## config.mk

```make
export PLATFORM = sky130hd
export DESIGN_NAME = ceq_debounce
export DESIGN_NICKNAME = d
export VERILOG_FILES = /design/src/rtl/ceq_pkg.sv /design/src/rtl/ceq_debounce.sv
export SDC_FILE = /design/constraint.sdc
export NUM_CORES = 1
export LEC_CHECK = 0
export ABC_CLOCK_PERIOD_IN_PS = 1500
export BUFFER_PORTS_ARGS = -buffer_cell sky130_fd_sc_hd__buf_2
export CORE_AREA = 4 4 41 43
export CTS_CLUSTER_DIAMETER = 60
export DETAILED_ROUTE_END_ITERATION = 8
export DIE_AREA = 0 0 45 47
export PLACE_DENSITY = 0.44
export SLEW_MARGIN = 20
export SYNTH_ARGS = -nofsm -noshare
export SYNTH_HDL_FRONTEND = slang
export SYNTH_SLANG_ARGS = --single-unit
```

## constraint.sdc

```tcl
create_clock -name clk -period 1.5 [get_ports clk]
set_input_delay 0.075 -clock clk [delete_from_list [all_inputs] [get_ports clk]]
set_output_delay 0.075 -clock clk [all_outputs]
set_load 0.01 [all_outputs]
```

## src/rtl/ceq_pkg.sv

```systemverilog
// ----------------------------------------------------------------------------
// ceq_pkg
// Shared widths, reset values, register indexes and debounce lengths for the
// charge end qualifier.
// ----------------------------------------------------------------------------
package ceq_pkg;

    // Field widths
    localparam int unsigned SOC_W   = 10;
    localparam int unsigned CUR_W   = 16;
    localparam int unsigned VOLT_W  = 16;
    localparam int unsigned TEMP_W  = 8;
    localparam int unsigned FAULT_W = 8;

    // Configuration port widths
    localparam int unsigned CFG_IDX_W  = 3;
    localparam int unsigned CFG_DATA_W = 16;

    // Consecutive hits before a condition fires
    localparam int unsigned LONG_HITS  = 6;
    localparam int unsigned SHORT_HITS = 4;

    // Register reset values
    localparam logic [SOC_W-1:0]  SOC_FULL_RST  = 10'd998;
    localparam logic [CUR_W-1:0]  END_CUR_RST   = 16'd30;
    localparam logic [VOLT_W-1:0] CELL_VOLT_RST = 16'd36500;
    localparam logic [TEMP_W-1:0] TEMP_HIGH_RST = 8'd95;
    localparam logic [TEMP_W-1:0] TEMP_LOW_RST  = 8'd40;

    // Fault level that forces an immediate stop
    localparam logic [FAULT_W-1:0] FAULT_STOP = 8'd1;

    // Register indexes
    typedef enum logic [CFG_IDX_W-1:0] {
        CFG_SOC_FULL  = 3'd0,
        CFG_END_CUR   = 3'd1,
        CFG_CELL_VOLT = 3'd2,
        CFG_TEMP_HIGH = 3'd3,
        CFG_TEMP_LOW  = 3'd4
    } cfg_index_t;

    // One battery sample as held in the input register
    typedef struct packed {
        logic [SOC_W-1:0]   state_of_charge;
        logic [CUR_W-1:0]   end_current;
        logic [VOLT_W-1:0]  max_cell_voltage;
        logic [TEMP_W-1:0]  highest_temp;
        logic [TEMP_W-1:0]  lowest_temp;
        logic [FAULT_W-1:0] bms_fault_level;
        logic [FAULT_W-1:0] charger_fault_level;
    } sample_t;

    // Control between the top level and a debounce counter
    typedef struct packed {
        logic advance;
        logic enable;
        logic hit;
    } deb_ctrl_t;

endpackage

```

## src/rtl/ceq_debounce.sv

```systemverilog
// ----------------------------------------------------------------------------
// ceq_debounce
// Consecutive-hit counter for one stop condition. Fires on the Need-th hit
// in a row, then restarts from zero. Holds when not evaluated.
// ----------------------------------------------------------------------------
module ceq_debounce
    import ceq_pkg::*;
#(
    parameter int unsigned Need = LONG_HITS
) (
    input  logic      clk,
    input  logic      rst_n,
    input  deb_ctrl_t ctrl,
    output logic      fire
);

    localparam int unsigned CntW = (Need > 2) ? $clog2(Need) : 1;

    logic [CntW-1:0] count_reg;
    logic [CntW-1:0] count_next;
    logic [CntW:0]   count_inc;

    // Work out the hit count including this sample
    always_comb
    begin
        count_inc = {1'b0, count_reg} + {{CntW{1'b0}}, 1'b1};
        fire      = ctrl.enable && ctrl.hit && (count_inc >= (CntW+1)'(Need));
        if (!ctrl.hit || fire)
        begin
            count_next = '0;
        end
        else
        begin
            count_next = count_inc[CntW-1:0];
        end
    end

    // Advance only when this condition is evaluated for a moving beat
    always_ff @(posedge clk or negedge rst_n)
    begin
        if (!rst_n)
        begin
            count_reg <= '0;
        end
        else if (ctrl.advance && ctrl.enable)
        begin
            count_reg <= count_next;
        end
    end

endmodule

```

* Word-level counts from Yosys, hierarchy flattened
Index checks and enable logic that the tools add are counted.
** Storage, ports and cells
- Bits in registers :: 3
- Logic and storage cells :: 9
- Output and inout port bits :: 1
** Cells by class
- Mux-type cells :: 1
- Order comparisons :: 1
- Reductions and logical operators :: 5
- Add/sub/neg operators :: 1
** Operators by type and width (count)
- adder 3 x 1 -> 4 bit, second input constant :: 1
- >= comparator 4 x 3 -> 1 bit, second input constant :: 1
- logical AND 1 bit :: 3
- two-way mux 3 bit :: 1
- zero test 1 bit :: 1
- logical OR 1 bit :: 1

* Logic depth before layout (Yosys ltp)
- Word-level depth :: 5
- Depth in mapped cells :: 5
- Mapped depth without buffers :: 5

* Least setup slack after synthesis
OpenSTA, ideal clock, no wires.
- Path type :: flip-flop to output port
- From :: register count_reg[0]
- To :: output fire
- Data arrival time :: 1178 ps
- Path slack :: 247 ps
- Stages on the path, launching flop included :: 5
- Required time :: 1425 ps
- Cells stage by stage :: dfrtp_1 > ha_1 > nor2b_4 > o2bb2ai_2 > o211a_1
** On the way
- Cells in the longest elaborated chain, start to end :: 3
** Ends and longest elaborated chain
- start: declaration :: RTL line ceq_debounce.sv:19 : logic [CntW-1:0] count_reg;
- start signal: assignment :: RTL line ceq_debounce.sv:47 : count_reg <= count_next;
- adder 3 x 1 -> 4 bit :: RTL line ceq_debounce.sv:26 : count_inc = {1'b0, count_reg} + {{CntW{1'b0}}, 1'b1};
- >= comparator 4 x 3 -> 1 bit :: RTL line ceq_debounce.sv:27 : fire = ctrl.enable && ctrl.hit && (count_inc >= (CntW+1)'(Need));
- logical AND 1 bit :: RTL line ceq_debounce.sv:27
- end: declaration :: RTL line ceq_debounce.sv:14 : output logic fire
Every way passes these cells.

* Worst setup path after layout
- From :: register count_reg[1]
- To :: output fire
Same word-level chain as after synthesis.

==> summary.txt <==
Timing
  • Number of max-slew violations in the final report: 0
  • Min Tclk post-route: 1.633 ns
  • Final Hold Vio Count: 0
  • Final period util: 108.9%
  • # setup viols final: 1
  • Worst-Margin Slew: 0.1840 ns
  • Setup TNS Final: -0.1331 ns
  • RSZ-0062 raised after global routing: yes
  • Fmax: 0.6123 GHz
  • Fin worst setup slack: -0.1331 ns
  • Max Clock Skew: 0.001295 ns
  • Worst relative slew slack: 87.66%

Logic synthesis
  • Number of synthesized flops with an enable pin: 0
  • Main synth FF type: dfrtp_1
  • Asr flop ratio synth: 100.0%
  • Syn avg cell area: 10.58 µm²
  • Simple-gate share of the synthesized area: 31.18%
  • Cell area after synthesis: 232.7 µm²
  • Netlist cell types: 15
  • Largest family of logic cells by synthesized area: simple AND/OR/NAND/NOR gates
  • Synth top area share: 32.26%
  • Top cell type by total area after synthesis: dfrtp_1
  • Post-Synth Adder-Cell Area: 10.75%
  • Net count after synthesis: 29
  • Main area contributors after synthesis: dfrtp_1 (32%), ha_1 (11%), nand4b_1 (7.5%), o2bb2ai_2 (6.5%), o31ai_1 (6.5%)
  • Synth top cells by count: dfrtp_1 (3), nand2_1 (3), ha_1 (2), nand4b_1 (2), o31ai_1 (2)
  • Synth Area in Compound Gates: 24.19%
  • #FFs+latches synth: 3
  • Warnings, synthesis: 0
  • Mux share of post-synthesis cell area: 0%
  • Register area share after synthesis: 32.26%
  • Mapped Cells: 22
  • Synth Area in XOR/XNOR: 0%

Floorplanning
  • I/O Pins: 6
  • Core Region: 0.001301 mm²
  • Chip width: 45 µm
  • Die H: 47 µm
  • Core Rows: 13
  • Die area: 0.002115 mm²
  • Starting density of the core: 17.88%

Worst setup path
  • CP delay by family, top: flip-flops
  • Crit path max fanout: 4
  • Worst setup EP type: output port
  • Critical path startpoint: count_reg[1]
  • RR Endpoint: count_reg[0]
  • CP startpoint kind: register
  • CP Class: reg -> out
  • Data required, critical path: 1.42 ns
  • CP max-delay cell: dfrtp_1
  • Worst Path Buf+Inv: 2
  • Reg2Reg Setup Slack: 0.06 ns
  • WP data arrival: 1.56 ns
  • RR Startpoint: count_reg[1]
  • Slowest stage delay, CP: 0.39 ns
  • Reg2Reg Depth: 6
  • CP Cell Sequence: inv_2 > ha_4 > nor2b_4 > o2bb2ai_4 > o211a_1 > buf_2

Clock network
  • Max clock buf depth: 2
  • CTS tree: yes
  • CTS sink cnt: 3
  • CTS Root Cell: clkbuf_4
  • Worst skew pair latency: 0.24 ns
  • TritonCTS Buffers: 3
  • Htree depth: 1
  • Worst-path clk slew: 0.04 ns

Outcome
  • Failing checks: setup timing
  • Status: finished, violations left

Drt
  • Initial DRT Pass Iterations: 2
  • Via count: 240
  • WL/cell: 11.60 µm
  • DRT antenna net count: 0
  • DR iter-0 viols: 1
  • Vias per cell: 4.528
  • Drt drc: 0
  • Wirelength, routed: 615 µm

Place
  • Final HPWL from detailed placement: 411.7 µm
  • DP Area: 276.5 µm²
  • IO Port Bufs: 5
  • Placed Cells: 42
  • GPL Wtd Cong: 0.7422

Pwr
  • PD cells: 1273 mW/mm²
  • Leak pwr: 0.0001847 µW
  • Max VDD drop: 407.6 µV

GRT
  • Largest net degree at the start of global routing: 5
  • GRT Overall Usage: 8.379%
  • Vias in the first global route: 257
  • Initial antenna violation count: 0
  • First-pass GRT wire length: 1.083 mm
  • Total grt overflow: 0

Layout
  • Max reg flops: 3
  • Non-filler instance count after layout: 53
  • Proportion of layout cells with a drive suffix above 1: 60.53%
  • # diodes: 0
  • Post-layout net count: 46
  • Syn-to-layout area delta: 69.35%
  • Final core utilization: 30.29%
  • Final instance area: 394.1 µm²

Worst hold path
  • Min-delay src: ctrl[2]
  • Hold EP: count_reg[0]
  • Hold WC Path Type: in -> reg
  • Hold path depth: 3

Flow run
  • Maxcap violations: 0
-- worst reg2reg max path, cell delays in order (launching register included) --
cell and delay [ns]:
dfrtp_1 0.39, inv_2 0.06, ha_4 0.26, nor2b_4 0.20, o2bb2ai_4 0.08, buf_4 0.14, o31ai_2 0.21
-- logic make-up (layout without fill, tap and decap cells) --
group	after synthesis	count (layout)
AO/OA/AOI/OAI	6	6
flip-flops	3	3
adder cells (fa/ha/maj)	2	2
AND/OR/NAND/NOR	10	10
buffers and inverters	1	17
-- routing by layer --
metal / vias to the layer above / routed length [µm] / global-route usage, %
li1: 115 / - / -
met1: 111 / 258 / 7.973
met2: 9 / 278 / 11.30
met3: 5 / 28 / 2.682
met4: 0 / 50 / 14.04
met5: - / 0 / 0
-- worst max-delay path by stage --
stage	to	slack, ns	depth (start not counted)
2_1_floorplan	fire	0.25	4
3_3_place_gp	fire	0.07	5
3_5_place_dp	fire	0.07	5
4_1_cts	fire	-0.15	6
5_1_grt	fire	-0.21	6
6_report	fire	-0.13	6
-- metrics by stage --
stage	setup WS [ns]	hold WS (ns)	power [µW]
6_report	-0.1331	0.1388	501.9
5_1_grt	-0.2074	0.1366	542.2
4_1_cts	-0.1486	0.1221	471.8
3_5_place_dp	0.07149	-0.1282	243.5
3_3_place_gp	0.07170	-0.1319	242.0
2_1_floorplan	0.2475	-0.2206	212.3
-- where the power goes --
group | internal, µW | switching [µW]
combinational | 140 | 96.0
clock | 99.8 | 44.2
sequential | 98.9 | 23.5
-- final cells by class --
cell class / instances / area (µm²)
fillers: 154 / 907.1
clock buffers: 4 / 26.28
inverters: 1 / 3.754
repair buffers: 12 / 80.08
flip-flops and latches: 3 / 76.32
well taps: 15 / 18.77
multi-input cells: 18 / 188.9
-- cell usage in the layout (no fill, tap or decap), types with 2 or more instances in the layout --
master    netlist  layout
dfrtp_1         3       2
buf_2           0       5
nand4b_1        2       2
clkbuf_4        0       3
buf_4           0       6
nand2_1         3       3
-- timing repair --
action / in CTS / in global routing
gates cloned: 0 / 0
buffers inserted: 4 / 2
hold buffers: 1 / 0
hold endpoints to repair: 3 / 0
setup endpoints to repair: 1 / 3
gates resized for setup: 5 / 1
pin swaps: 3 / 0
(Power assumes the default switching activity.)
